[config.mk]
export PLATFORM = sky130hd
export DESIGN_NAME = multilevel_priority_fifo_scheduler
export DESIGN_NICKNAME = d
export VERILOG_FILES = /design/src/hw/rtl/mlpq_pkg.sv /design/src/hw/rtl/multilevel_priority_fifo_scheduler.sv /design/src/hw/rtl/mlpq_ram.sv /design/src/hw/rtl/mlpq_ctrl.sv
export SDC_FILE = /design/constraint.sdc
export NUM_CORES = 1
export LEC_CHECK = 0
export ABC_AREA = 1
export BUFFER_PORTS_ARGS = -buffer_cell sky130_fd_sc_hd__buf_2
export CORE_MARGIN = 2
export CORE_UTILIZATION = 25
export DETAILED_ROUTE_END_ITERATION = 10
export PLACE_DENSITY = 0.44
export SETUP_SLACK_MARGIN = 0.05
export SYNTH_ARGS = -nofsm -noshare
export SYNTH_HDL_FRONTEND = slang
export SYNTH_HIERARCHICAL = 1
export SYNTH_SLANG_ARGS = --single-unit
export TNS_END_PERCENT = 1
[constraint.sdc]
create_clock -name clk -period 5.2 [get_ports clk]
set_input_delay 0.78 -clock clk [delete_from_list [all_inputs] [get_ports clk]]
set_output_delay 0.78 -clock clk [all_outputs]
set_load 0.05 [all_outputs]
[src/hw/rtl/mlpq_pkg.sv]
// Types, sizes and helpers shared by the multilevel queue scheduler.
`default_nettype none
package mlpq_pkg;
	localparam int QUEUE_DEPTH = 16;
	localparam int ID_BITS     = 16;
	localparam int LEVELS      = 4;
	localparam int LVL_W       = 2;
	localparam int ID_W        = 16;
	localparam int STATUS_W    = 3;
	localparam int PTR_W       = (QUEUE_DEPTH > 1) ? $clog2(QUEUE_DEPTH) : 1;
	localparam int CNT_W       = $clog2(QUEUE_DEPTH + 1);
	localparam int ADDR_W      = LVL_W + PTR_W;

	typedef enum logic [1:0] {
		CMD_ADMIT  = 2'd0,
		CMD_FINISH = 2'd1,
		CMD_TIMEUP = 2'd2,
		CMD_START  = 2'd3
	} cmd_t;

	typedef enum logic [STATUS_W-1:0] {
		ST_OK       = 3'd0,
		ST_HELD     = 3'd1,
		ST_BAD_PRIO = 3'd2,
		ST_FULL     = 3'd3,
		ST_NO_RUN   = 3'd4
	} status_t;

	typedef logic [PTR_W-1:0] ptr_t;
	typedef logic [CNT_W-1:0] cnt_t;
	typedef logic [ID_BITS-1:0] tid_t;

	// One result as handed from the sequencer to the output register
	typedef struct packed {
		status_t           status;
		logic              run_valid;
		logic [ID_W-1:0]   run_id;
		logic [LVL_W-1:0]  run_level;
		logic              ret_valid;
		logic [ID_W-1:0]   ret_id;
	} result_t;

	// Port requests towards the queue store
	typedef struct packed {
		logic              we;
		logic [ADDR_W-1:0] waddr;
		tid_t              wdata;
		logic              re;
		logic [ADDR_W-1:0] raddr;
	} mem_req_t;

	// Advance a ring pointer with wrap at the queue depth
	function automatic ptr_t next_ptr(input ptr_t p);
		return (p == PTR_W'(QUEUE_DEPTH - 1)) ? '0 : p + PTR_W'(1);
	endfunction
endpackage
`default_nettype wire

[src/hw/rtl/multilevel_priority_fifo_scheduler.sv]
// Top level of the multilevel priority FIFO scheduler.
//
//   channel | handshake           | payload
//   --------+---------------------+------------------------------------------------
//   in      | in_valid / in_ready | command, task_id, arrived, is_realtime,
//           |                     | task_priority
//   out     | out_valid/out_ready | status, running_valid, running_id,
//           |                     | running_level, retired_valid, retired_id
//
// An admit, a refused command or a start with the slot taken passes from EXEC
// to RESP; a finish, time-up or start that dispatches also passes through DISP,
// and through RDATA when a queue head is read from the store (registered RAM read).
// arst_n clears all pointers, counts and the running slot; the store needs no
// clearing. A waiting result sits in the output register while the next
// command is taken; the sequencer stalls only when that register is still full.
`default_nettype none
module multilevel_priority_fifo_scheduler import mlpq_pkg::*; (
	input  wire logic                clk,
	input  wire logic                arst_n,
	input  wire logic                in_valid,
	output      logic                in_ready,
	input  wire logic [1:0]          command,
	input  wire logic [ID_W-1:0]     task_id,
	input  wire logic                arrived,
	input  wire logic                is_realtime,
	input  wire logic [LVL_W-1:0]    task_priority,
	output      logic                out_valid,
	input  wire logic                out_ready,
	output      logic [STATUS_W-1:0] status,
	output      logic                running_valid,
	output      logic [ID_W-1:0]     running_id,
	output      logic [LVL_W-1:0]    running_level,
	output      logic                retired_valid,
	output      logic [ID_W-1:0]     retired_id
);
	logic     res_valid;
	logic     res_ready;
	result_t  res;
	mem_req_t mem_req;
	tid_t     mem_rdata;
	logic     out_valid_q;
	result_t  out_q;

	mlpq_ctrl u_ctrl (
		.clk           (clk),
		.arst_n        (arst_n),
		.cmd_valid     (in_valid),
		.cmd_ready     (in_ready),
		.command       (command),
		.task_id       (task_id),
		.arrived       (arrived),
		.is_realtime   (is_realtime),
		.task_priority (task_priority),
		.res_valid     (res_valid),
		.res_ready     (res_ready),
		.res           (res),
		.mem_req       (mem_req),
		.mem_rdata     (mem_rdata)
	);

	mlpq_ram #(
		.DATA_W (ID_BITS),
		.ADDR_W (ADDR_W)
	) u_store (
		.clk   (clk),
		.we    (mem_req.we),
		.waddr (mem_req.waddr),
		.wdata (mem_req.wdata),
		.re    (mem_req.re),
		.raddr (mem_req.raddr),
		.rdata (mem_rdata)
	);

	// Output register: refill when empty or when the held result transfers
	assign res_ready = !out_valid_q || out_ready;

	always_ff @(posedge clk or negedge arst_n) begin
		if (!arst_n) begin
			out_valid_q <= 1'b0;
		end else if (res_ready) begin
			out_valid_q <= res_valid;
		end
	end

	always_ff @(posedge clk) begin
		if (res_valid && res_ready) begin
			out_q <= res;
		end
	end

	assign out_valid     = out_valid_q;
	assign status        = out_q.status;
	assign running_valid = out_q.run_valid;
	assign running_id    = out_q.run_id;
	assign running_level = out_q.run_level;
	assign retired_valid = out_q.ret_valid;
	assign retired_id    = out_q.ret_id;
endmodule
`default_nettype wire

[src/hw/rtl/mlpq_ram.sv]
// Simple dual-port synchronous RAM with registered read data.
`default_nettype none
module mlpq_ram #(
	parameter int DATA_W = 16,
	parameter int ADDR_W = 6
) (
	input  wire logic              clk,
	input  wire logic              we,
	input  wire logic [ADDR_W-1:0] waddr,
	input  wire logic [DATA_W-1:0] wdata,
	input  wire logic              re,
	input  wire logic [ADDR_W-1:0] raddr,
	output      logic [DATA_W-1:0] rdata
);
	localparam int DEPTH = 1 << ADDR_W;

	logic [DATA_W-1:0] mem [DEPTH];

	// Write port
	always_ff @(posedge clk) begin
		if (we) begin
			mem[waddr] <= wdata;
		end
	end

	// Registered read port
	always_ff @(posedge clk) begin
		if (re) begin
			rdata <= mem[raddr];
		end
	end
endmodule
`default_nettype wire

[src/hw/rtl/mlpq_ctrl.sv]
// Command sequencer: queue pointers, running slot and store accesses.
`default_nettype none
module mlpq_ctrl import mlpq_pkg::*; (
	input  wire logic              clk,
	input  wire logic              arst_n,
	input  wire logic              cmd_valid,
	output      logic              cmd_ready,
	input  wire logic [1:0]        command,
	input  wire logic [ID_W-1:0]   task_id,
	input  wire logic              arrived,
	input  wire logic              is_realtime,
	input  wire logic [LVL_W-1:0]  task_priority,
	output      logic              res_valid,
	input  wire logic              res_ready,
	output      result_t           res,
	output      mem_req_t          mem_req,
	input  wire tid_t              mem_rdata
);
	typedef enum logic [4:0] {
		S_IDLE  = 5'b00001,
		S_EXEC  = 5'b00010,
		S_DISP  = 5'b00100,
		S_RDATA = 5'b01000,
		S_RESP  = 5'b10000
	} state_t;

	state_t             state_q;
	cmd_t               cmd_q;
	tid_t               id_q;
	logic               arrived_q;
	logic               rt_q;
	logic [LVL_W-1:0]   prio_q;
	ptr_t               head_q  [LEVELS];
	ptr_t               tail_q  [LEVELS];
	cnt_t               count_q [LEVELS];
	logic               run_valid_q;
	tid_t               run_task_q;
	logic [LVL_W-1:0]   run_level_q;
	status_t            status_q;
	logic               ret_valid_q;
	tid_t               ret_id_q;

	logic [LVL_W-1:0]   admit_lvl;
	logic [LVL_W-1:0]   push_lvl;
	tid_t               push_id;
	logic               push_full;
	logic [LVL_W-1:0]   sel_lvl;
	logic               sel_any;

	// Pick the push target for the command in hand
	assign admit_lvl = rt_q ? '0 : prio_q;
	assign push_lvl  = (cmd_q == CMD_ADMIT) ? admit_lvl : run_level_q;
	assign push_id   = (cmd_q == CMD_ADMIT) ? id_q : run_task_q;
	assign push_full = (count_q[push_lvl] == CNT_W'(QUEUE_DEPTH));

	// Find the highest-priority non-empty queue
	always_comb begin
		sel_lvl = '0;
		sel_any = 1'b0;
		for (int i = LEVELS - 1; i >= 0; i--) begin
			if (count_q[i] != '0) begin
				sel_lvl = LVL_W'(i);
				sel_any = 1'b1;
			end
		end
	end

	assign cmd_ready = (state_q == S_IDLE);
	assign res_valid = (state_q == S_RESP);

	// Form the result from the settled slot
	always_comb begin
		res.status    = status_q;
		res.run_valid = run_valid_q;
		res.run_id    = run_valid_q ? ID_W'(run_task_q) : '0;
		res.run_level = run_valid_q ? run_level_q : '0;
		res.ret_valid = ret_valid_q;
		res.ret_id    = ret_valid_q ? ID_W'(ret_id_q) : '0;
	end

	// Drive the store: writes only in EXEC, reads only in DISP, so a
	// pushed entry has landed before any read of it.
	always_comb begin
		mem_req.we    = 1'b0;
		mem_req.waddr = {push_lvl, tail_q[push_lvl]};
		mem_req.wdata = push_id;
		mem_req.re    = 1'b0;
		mem_req.raddr = {sel_lvl, head_q[sel_lvl]};
		if (state_q == S_EXEC) begin
			if (cmd_q == CMD_ADMIT) begin
				mem_req.we = arrived_q && (rt_q || (prio_q != '0)) && !push_full;
			end else if (cmd_q == CMD_TIMEUP) begin
				mem_req.we = run_valid_q && !push_full;
			end
		end
		if (state_q == S_DISP) begin
			mem_req.re = sel_any;
		end
	end

	// Sequence one command through the store
	always_ff @(posedge clk or negedge arst_n) begin
		if (!arst_n) begin
			state_q     <= S_IDLE;
			run_valid_q <= 1'b0;
			run_task_q  <= '0;
			run_level_q <= '0;
			ret_valid_q <= 1'b0;
			status_q    <= ST_OK;
			for (int i = 0; i < LEVELS; i++) begin
				head_q[i]  <= '0;
				tail_q[i]  <= '0;
				count_q[i] <= '0;
			end
		end else begin
			unique case (state_q)
				S_IDLE: begin
					if (cmd_valid) begin
						status_q    <= ST_OK;
						ret_valid_q <= 1'b0;
						state_q     <= S_EXEC;
					end
				end
				S_EXEC: begin
					state_q <= S_RESP;
					case (cmd_q)
						CMD_ADMIT: begin
							if (!arrived_q) begin
								status_q <= ST_HELD;
							end else if (!rt_q && prio_q == '0) begin
								status_q <= ST_BAD_PRIO;
							end else if (push_full) begin
								status_q <= ST_FULL;
							end else begin
								tail_q[push_lvl]  <= next_ptr(tail_q[push_lvl]);
								count_q[push_lvl] <= count_q[push_lvl] + CNT_W'(1);
							end
						end
						CMD_START: begin
							if (!run_valid_q) begin
								state_q <= S_DISP;
							end
						end
						CMD_FINISH: begin
							if (!run_valid_q) begin
								status_q <= ST_NO_RUN;
							end else begin
								ret_valid_q <= 1'b1;
								state_q     <= S_DISP;
							end
						end
						default: begin
							if (!run_valid_q) begin
								status_q <= ST_NO_RUN;
							end else begin
								if (push_full) begin
									status_q <= ST_FULL;
								end else begin
									tail_q[push_lvl]  <= next_ptr(tail_q[push_lvl]);
									count_q[push_lvl] <= count_q[push_lvl] + CNT_W'(1);
								end
								state_q <= S_DISP;
							end
						end
					endcase
				end
				S_DISP: begin
					if (sel_any) begin
						head_q[sel_lvl]  <= next_ptr(head_q[sel_lvl]);
						count_q[sel_lvl] <= count_q[sel_lvl] - CNT_W'(1);
						run_valid_q      <= 1'b1;
						run_level_q      <= sel_lvl;
						state_q          <= S_RDATA;
					end else begin
						run_valid_q <= 1'b0;
						run_task_q  <= '0;
						run_level_q <= '0;
						if (cmd_q == CMD_START) begin
							status_q <= ST_NO_RUN;
						end
						state_q <= S_RESP;
					end
				end
				S_RDATA: begin
					run_task_q <= mem_rdata;
					state_q    <= S_RESP;
				end
				S_RESP: begin
					if (res_ready) begin
						state_q <= S_IDLE;
					end
				end
				default: begin
					state_q <= S_IDLE;
				end
			endcase
		end
	end

	// Capture the command fields on transfer, and the retiring id on a finish
	always_ff @(posedge clk) begin
		if (cmd_valid && cmd_ready) begin
			cmd_q     <= cmd_t'(command);
			id_q      <= ID_BITS'(task_id);
			arrived_q <= arrived;
			rt_q      <= is_realtime;
			prio_q    <= task_priority;
		end
		if (state_q == S_EXEC && cmd_q == CMD_FINISH) begin
			ret_id_q <= run_task_q;
		end
	end
endmodule
`default_nettype wire

# Word level (Yosys, flattened, before mapping)
# Memories as Yosys holds them, arrays and structs flattened. A register that Yosys moved wholly into a read port is not among the register bits.
# Cells that the tools add are included.
word_totals:
  ff_bits: 158
  ram_bits: 1024
  in_bits: 26
  out_inout_bits: 41
  elab_cells: 183
  memories: 1
memory_table:
  columns: ["memory", "depth", "word_bits", "rd", "rd_ports_with_merged_regs", "wr", "line_no", "source"]
  rows:
  - ["u_store.mem", 64, 16, 1, 1, 1, "mlpq_ram.sv:17", "logic [DATA_W-1:0] mem [DEPTH];"]
op_classes:
  addsub: 4
  order_cmp: 4
  eq_ne: 26
  mux: 80
  bitwise_logic: 3
  n_reduce_logical: 34
ops:
  columns: ["cell", "count"]
  rows:
  - ["$mux W20", 5]
  - ["$mux W16", 6]
  - ["$pmux W20 S2", 2]
  - ["$pmux W16 S2", 2]
  - ["$mux W5", 11]
  - ["$bwmux W20", 2]
  - ["$bwmux W16", 2]
  - ["$mux W4", 8]
  - ["$pmux W5 S5", 1]
  - ["$mux W3", 8]
  - ["$bmux W5 S2", 2]
  - ["$demux W5 S2", 2]
  - ["$reduce_bool A5 Y1", 4]
  - ["$pmux W3 S3", 2]
  - ["$bmux W4 S2", 2]
  - ["$demux W4 S2", 2]
  - ["$mux W1", 14]
  - ["$mux W2", 7]
  - ["$ne A2 B2 Y1 const B", 7]
  - ["$reduce_and A6 Y1", 2]
  - ["$eq A5 B5 Y1 const B", 2]
  - ["$pmux W5 S2", 1]
  - ["$reduce_bool A2 Y1", 5]
  - ["$logic_and A1 B1 Y1", 9]
  - ["27 further kinds", 43]

# Depth between registers and ports, before layout
# Gate-level depths: netlist of the first run.
logic_depth:
  ltp_word: 14
  mapped_depth: 22

# By module
# Netlist of the first run, hierarchy kept.
by_module_without_submodules:
  columns: ["mod", "instances", "cells_per_inst", "area_each_um2"]
  rows:
  - ["mlpq_ram", 1, 3532, 42288.1]
  - ["mlpq_ctrl", 1, 841, 6842.8]
  - ["multilevel_priority_fifo_scheduler", 1, 45, 1216.2]

# Worst setup path after synthesis of the first run
# OpenSTA, ideal clock, no wires.
synth_timing:
  path_kind: "register -> register"
  start: "register u_ctrl.cmd_q[0]"
  end: "memory u_store.mem[0][11], data pin"
  arrival_time_ns: 3.560
  required_ns: 4.498
  slack_ns: 0.938
  path_stages_with_launch: 6
  n_path_buf: 2
  period_less_slack_ns: 4.262
  path_cell_list: "edfxtp_1 -> inv_1 -> ha_1 -> buf_6 -> clkbuf_1 -> o21ai_0"
synth_rtl:
  columns: ["element", "line_no", "source"]
  rows:
  - ["start, declared", "mlpq_ctrl.sv:28", "cmd_t cmd_q;"]
  - ["start signal, assigned", "mlpq_ctrl.sv:203", "cmd_q <= cmd_t'(command);"]
  - ["end, declared", "mlpq_ram.sv:17", null]

==> impl_metrics.csv, run 1 <==
group,metric,value,unit
routing,drt_iter0_markers,2852,
cells_and_area,nNetsFinal,4551,
global_route,grt_max_degree,185,
clocking,clk_latency,770,ps
global_route,grt_use_met1,0.204,
routing,route.detailed.drc,0,
die,coreArea,200000,um2
routing,wl,152000,um
pwr,seqPwrFrac,0.373,
pwr,power_density,569,nW/um2
global_route,antenna_found_initial,5,
logic_synthesis,synthXorXnorAreaFrac,0.000671,
pwr,total_power,0.0330,W
pwr,internal-power,0.0200,W
global_route,gr-usage-met2,0.230,
cells_and_area,register_area,35600,um2
run_status,status,"finished, final reports clean",
logic_synthesis,synth_top_family_by_area,"simple AND/OR/NAND/NOR gates",
logic_synthesis,synth_top_cell_area_share,0.666,
timing,slew_headroom,0.168,
logic_synthesis,synth_compound_area_frac,0.0153,
timing,finalHoldWorstSlack,190,ps
timing,rsz0062_at_grt,"no",
clocking,root_buffer,"clkbuf_16",
logic_synthesis,yosysTopAreaCell,"edfxtp_1",
logic_synthesis,synth.area.mux_share,0,
routing,via_per_inst,4.51,
die,dieArea,205000,um2
global_route,grt_pass1_vias,31831,
routing,routedWlPerCell,20.9,um
die,fp.dieW,453,um
pwr,pwr-share-clk,0.274,
logic_synthesis,synthesis.nets,4453,
global_route,top_usage_layer,"met2",
logic_synthesis,synthDistinctLibCells,50,
die,num_rows,164,
logic_synthesis,synthCells,4418,
logic_synthesis,ys_seq_area_frac,0.707,
place,gp_congestion,0.863,
clocking,post_cts_resized,0,
logic_synthesis,avgSynthCellArea,11.4,um2
place,place_hpwl,88500,um
cells_and_area,syn_to_final_growth,15.4,%
die,die_y,453,um
place,dpl-instance-area,54000,um2
pwr,p_leak,21.4,nW
cells_and_area,final_cell_mix,"1553 x nand2_1, 1117 x edfxtp_1, 909 x nand3_1, 148 x inv_1, 139 x clkbuf_16",
pwr,switching_share,0.396,
job,cap_violations,0,
die,ios,67,
worst_setup_path,cp_slowest_cell,"nand2_1",
routing,detail_route.first_pass.iterations,5,
logic_synthesis,synth_edf_count,1117,
worst_setup_path,required,5640,ps
cells_and_area,fillers,20516,
clocking,htreeDepth,4,
global_route,gr-usage-all-layers,0.146,
worst_setup_path,slowest_delay,460,ps
pwr,p_switching,0.0131,W
cells_and_area,final_common_cell,"nand2_1",
routing,vias,32785,
worst_setup_path,critPathCaptureType,"register",
timing,fmax,0.228,GHz
timing,layout_min_cycle_time,4380,ps
place,io_buffers,66,
clocking,cts_hold_buffers,1,
logic_synthesis,async_reset_ff_frac,0.0676,
clocking,cts_buffer_depth,3,
global_route,grt_pass1_wl,222000,um
logic_synthesis,netlist_top_cells_area,"edfxtp_1 67%, nand2_1 12%, nand3_1 9.0%",
worst_setup_path,cp_max_fo,26,
clocking,tritoncts,"yes",
timing,setup_viol,0,
clocking,cts_sinks,1198,
timing,hold_violations,0,
global_route,use_met3,0.0234,
logic_synthesis,synth.ff_latch_count,1198,
pwr,peakVddDrop,0.000454,V
worst_hold_path,hp-class,"input pin to register",
logic_synthesis,synthFlopType,"edfxtp_1",
timing,slew_viol_final,0,
die,start_util,0.252,
logic_synthesis,ys_warn_count,6,
logic_synthesis,synthSimpleGateAreaFrac,0.231,
global_route,grt_overflow,0,
timing,fin_worst_skew,25.4,ps
worst_setup_path,path_cells,"inv_1, ha_2, nand3_2, nand2_4, inv_2, nand3_1, nand2_1, nor2_2, inv_1, ha_1, inv_1, nor2_4, nand2_4, nand2_4, nor2_1, buf_4, nand2_1, nor2_1, buf_4",
clocking,numCtsBuffers,138,
worst_setup_path,worstPathArrival,4820,ps
logic_synthesis,synthesis.area,50300,um2
cells_and_area,drive_gt1_frac,0.113,
timing,fin_crit_sh,0.842,
clocking,clkTransAtPathRegs,60,ps
pwr,p_comb_frac,0.353,
worst_setup_path,worstSetupStartpointType,"register",
cells_and_area,fin_area,58100,um2
timing,worst_pin_slew,1250,ps
logic_synthesis,yosys.area_share.adder,0.00224,
worst_setup_path,crit_type,"register to register",
routing,drtAntennaViolNets,0,
cells_and_area,multi_input_area,12800,um2
timing,setup-tns-final,0,ps
clocking,cts_setup_buffers,0,
layer usage:
layer / routed length (um) / share of wire / up-vias
li1: - / - / 15451
met1: 69900 / 0.46 / 16277
met2: 69400 / 0.46 / 868
met3: 7840 / 0.052 / 189
met4: 4560 / 0.030 / 0
met5: 0 / 0 / -
critical path: cells and delay by family, from the launching register on:
family / cells / cell delay, ps
simple gates: 11 / 2120
buf+inv: 6 / 990
fa+ha+maj: 2 / 480
flops: 1 / 430
cell families (layout without fill, tap and decap cells):
kind of cell / after synthesis / count (layout)
flip-flops: 1198 / 1198
other: 0 / 1
buffers and inverters: 414 / 603
XOR/XNOR: 3 / 3
adder cells (fa/ha/maj): 9 / 9
AO/OA/AOI/OAI: 129 / 129
AND/OR/NAND/NOR: 2665 / 2665
cell type report:
class                           count  area share
Tap cell                         2656      0.0572
Inverter                          173      0.0119
Antenna cell                        1   0.0000431
Timing Repair Buffer              199      0.0270
Sequential cell                  1198       0.612
Clock inverter                     56     0.00863
Multi-Input combinational cell   2806       0.221
Clock buffer                      175      0.0625
cell usage after synthesis (all sizes together) (3+ instances only):
cell type  instances
o21ai             95
nand3            917
nand4             11
nand3b             3
inv              172
o22ai              6
clkbuf            35
a22oi              6
ha                 9
dfrtp             80
nor2             137
a21oi             15
buf              206
nand2           1581
edfxtp          1117
nor3              14
path summary, 6_finish.rpt:
| kind | slack [ps] | cells after the start | to | startpoint |
|---|---|---|---|---|
| setup / recovery | 820 | 19 | u_store/mem[8][7]$_DFFE_PP_ | u_ctrl/cmd_q[0]$_DFFE_PP_ |
| hold reg to reg | 460 | 0 | status[0]$_DFFE_PP_ | u_ctrl/status_q[0]$_DFFE_PN0P_ |
| min in group asynchronous | 540 | 2 | u_ctrl/ret_valid_q$_DFFE_PN0P_ | arst_n |
| setup reg to reg | 820 | 19 | u_store/mem[8][7]$_DFFE_PP_ | u_ctrl/cmd_q[0]$_DFFE_PP_ |
| max in group asynchronous | 3560 | 3 | u_ctrl/count_q[1]$_DFFE_PN0P_ | arst_n |
| hold / removal | 190 | 1 | u_ctrl/id_q[4]$_DFFE_PP_ | task_id[4] |
stage by stage:
stage	cells	setup WS, ps	util
finish	7264	823	0.291
global route	7264	596	0.291
CTS	7263	815	0.291
detailed placement	7031	855	0.270
global placement	7031	721	0.270
floorplan	4418	938	-
registers in the layout, indices dropped and copies added, names as in the netlist, 3 cells and up:
name and count:
u_ctrl/status_q 3, u_store/mem 1024, u_ctrl/count_q 20, u_ctrl/run_task_q 16, retired_id 16, u_ctrl/id_q 16
u_store/rdata 16, u_ctrl/head_q 16, u_ctrl/tail_q 16, u_ctrl/state_q 5, status 3, running_id 16
u_ctrl/ret_id_q 16
power by group through the flow:
stage | logic, W | clock network (W) | registers, W
after global placement | 0.0117 | 0 | 0.0125
after floorplan | 0.00698 | 0 | 0.0127
after CTS | 0.0118 | 0.00932 | 0.0123
final | 0.0116 | 0.00907 | 0.0123
after detailed placement | 0.0118 | 0 | 0.0125
after global routing | 0.0128 | 0.00969 | 0.0124
Note: power is estimated with default switching activity, not from simulation.
==> run 2, diff against run 1 <==
ABC_AREA = 0   (was 1)
PLACE_DENSITY = 0.45   (was 0.44)
clock period = 3.7 ns   (was 5.2 ns; I/O delays follow)
==> impl_metrics.csv, run 2 <==
group,metric,value,unit
run_status,status,"finished, violations left",
run_status,violations,"negative setup slack",
clocking,tritoncts,"yes",
logic_synthesis,synthesis.nets,2501,
timing,rsz0062_at_grt,"yes",
timing,setup_viol,1,
logic_synthesis,netlist_top_cells_area,"edfxtp_1 70%, mux4_2 11%, dfrtp_1 4.2%",
logic_synthesis,ys_seq_area_frac,0.747,
cells_and_area,finish.utilization,0.318,
worst_setup_path,crit_type,"register to register",
cells_and_area,largest-register,"u_store/mem",
logic_synthesis,yosysMostFrequentCell,"edfxtp_1",
logic_synthesis,yosysTopAreaCell,"edfxtp_1",
logic_synthesis,ys_warn_count,6,
pwr,pwr-share-clk,0.338,
logic_synthesis,synth_top_cell_area_share,0.704,
routing,highest_layer,"met4",
cells_and_area,nNetsFinal,3022,
logic_synthesis,synthFlopType,"edfxtp_1",
global_route,grt_max_degree,64,
clocking,root_buffer,"clkbuf_16",
job,cap_violations,0,
cells_and_area,syn_to_final_growth,26.7,%
routing,wl_met1,64200,um
logic_synthesis,netlist_top_cells_count,"1117 x edfxtp_1, 223 x mux4_2, 98 x nor2_1",
timing,slew_viol_final,0,
clocking,clkTransAtPathRegs,60,ps
routing,vias,25958,
worst_setup_path,worstPathArrival,4210,ps
routing,wl,140000,um
cells_and_area,drive_gt1_frac,0.357,
place,place_hpwl,92800,um
routing,routedWlPerCell,24.9,um
timing,slew_headroom,0.230,
cells_and_area,reg.largest.list,"u_store/mem: 1024 flops, u_ctrl/count_q: 20 flops",
die,fp.dieW,440,um
die,dieArea,194000,um2
worst_setup_path,critPathCaptureType,"register",
timing,fmax,0.267,GHz
routing,wl_met2,67600,um
logic_synthesis,synthCells,2466,
timing,layout_min_cycle_time,3740,ps
die,start_util,0.251,
logic_synthesis,async_reset_ff_frac,0.0676,
die,die_y,440,um
pwr,p_comb_frac,0.262,
global_route,grt_pass1_vias,26360,
die,num_rows,160,
clocking,cts_sinks,1198,
pwr,power_density,642,nW/um2
worst_setup_path,cp_max_fo,8,
pwr,peakVddDrop,0.000469,V
routing,via_per_inst,4.63,
routing,detail_route.first_pass.iterations,5,
worst_setup_path,r2r_start,"u_ctrl/count_q[0]$_DFFE_PN0P_",
clocking,clk_latency,760,ps
routing,wl_met3,5980,um
cells_and_area,final_common_cell,"edfxtp_1",
timing,fin_worst_skew,32.0,ps
pwr,p_leak,19.7,nW
global_route,antenna_found_initial,9,
logic_synthesis,synth_edf_count,1117,
logic_synthesis,synthesis.area,47600,um2
cells_and_area,largest_reg_flops,1024,
clocking,cts_buffer_depth,3,
place,io_buffers,66,
logic_synthesis,synth.ff_latch_count,1198,
cells_and_area,final_cell_mix,"1117 x edfxtp_1, 306 x buf_4, 223 x mux4_2, 138 x clkbuf_16, 100 x buf_12",
routing,drt_iter0_markers,2364,
die,ios,67,
worst_hold_path,hold_start,"in_valid",
pwr,internal-power,0.0276,W
clocking,htreeDepth,4,
pwr,p_switching,0.0111,W
place,gp_congestion,0.853,
pwr,seqPwrFrac,0.400,
global_route,grt_pass1_wl,198000,um
place,place_worst_setup_slack,-355,ps
timing,fin_crit_sh,1.01,
die,coreArea,190000,um2
global_route,gr-usage-all-layers,0.142,
logic_synthesis,avgSynthCellArea,19.3,um2
timing,hold_violations,0,
timing,worst_pin_slew,1150,ps
routing,route.detailed.drc,0,
clocking,numCtsBuffers,131,
worst_setup_path,cp-startpoint,"u_ctrl/count_q[0]$_DFFE_PN0P_",
pwr,switching_share,0.287,
worst_setup_path,required,4170,ps
routing,drtAntennaViolNets,0,
logic_synthesis,synthDistinctLibCells,90,
pwr,total_power,0.0388,W
timing,layout_setup_ws,-43.9,ps
worst_setup_path,worstSetupStartpointType,"register",
worst_hold_path,hp-class,"input pin to register",
global_route,grt_overflow,0,
-- run 2: changes by cell type after synthesis, sizes merged, moves of 34 or more --
cell and change:
o21ai -51, nand2 -1488, mux2 +39, a22oi +56, inv -156, nor2b +34
buf -129, nor2 -34, and2 +39, mux2i +93, nand3 -870, mux4 +223
-- run 2: area by class of cell --
cell class	count	area (um2)
multi-input cells	1119	11900
well taps	2511	3140
repair buffers	521	5350
clock buffers	169	3570
diodes	4	10.0
clock inverters	66	726
fillers	18337	129000
inverters	16	62.6
flip-flops and latches	1198	35600
-- run 2: metrics by stage --
| stage | hold WS (ps) | cells | instance area, um2 | TNS (ps) |
|---|---|---|---|---|
| 2_1_floorplan | 259 | 2466 | 47700 | -61070 |
| 3_3_place_gp | 438 | 5305 | 54700 | -2660 |
| 3_5_place_dp | 436 | 5305 | 54700 | -4140 |
| 4_1_cts | 33.3 | 5583 | 59900 | -21.6 |
| 5_1_grt | 65.4 | 5602 | 60400 | -1560 |
| 6_report | 93.9 | 5604 | 60400 | -43.9 |
-- run 2: what timing repair did --
item,in CTS,in global routing
buffers inserted,17,15
hold endpoints to repair,76,0
hold buffers,23,0
cloned,3,2
gates resized for setup,83,55
endpoints found under the setup margin,271,630
pin swaps,21,16
-- run 2: worst max-delay path, cell delays in order, from the launching register on --
cell      delay [ps]
dfrtp_1          380
or4_4            570
nand2b_4         180
a31oi_4          190
a21oi_2           80
a21o_4           230
buf_12           150
buf_12           140
buf_12           140
buf_4            140
buf_4            130
mux4_2           400
mux2i_1          150
buf_4            140
nand3_2          150
a31oi_2          210
a311oi_1          70
-- run 2: path summary, 6_finish.rpt --
kind	to	depth (start not counted)	slack, ps
worst max-delay path	u_store/rdata[13]$_DFFE_PP_	16	-40
worst max register to register	u_store/rdata[13]$_DFFE_PP_	16	-40
worst min-delay path	u_ctrl/state_q[1]$_DFFE_PN0P_	2	90
min in group asynchronous	u_ctrl/count_q[17]$_DFFE_PN0P_	2	410
max in group asynchronous	u_ctrl/head_q[3]$_DFFE_PN0P_	3	2550
worst min register to register	status[1]$_DFFE_PP_	0	450
-- run 2: kinds of logic (layout without fill, tap and decap cells) --
kind of cell             Yosys count  in the layout  synth area share
flip-flops                      1198           1198             0.747
AND/OR/NAND/NOR                  429            429            0.0478
multiplexers                     355            355             0.134
AO/OA/AOI/OAI                    317            317            0.0491
buffers and inverters            149            772            0.0179
adder cells (fa/ha/maj)            9              9           0.00236
XOR/XNOR                           9              9           0.00166
other                              0              4                 0
-- run 2: power by group through the flow --
stage                     sequential (W)  combinational [W]  clock [W]
after floorplan                   0.0158            0.00506          0
after global placement            0.0158            0.00941          0
after global routing              0.0155             0.0107     0.0140
after CTS                         0.0155            0.00999     0.0134
final                             0.0155             0.0101     0.0131
after detailed placement          0.0158            0.00940          0
-- run 2: layer usage --
metal  up-vias  GRT usage
met5         -          0
met1     13967      0.200
met4         0     0.0295
met3       128     0.0217
li1      11242          -
met2       621      0.233
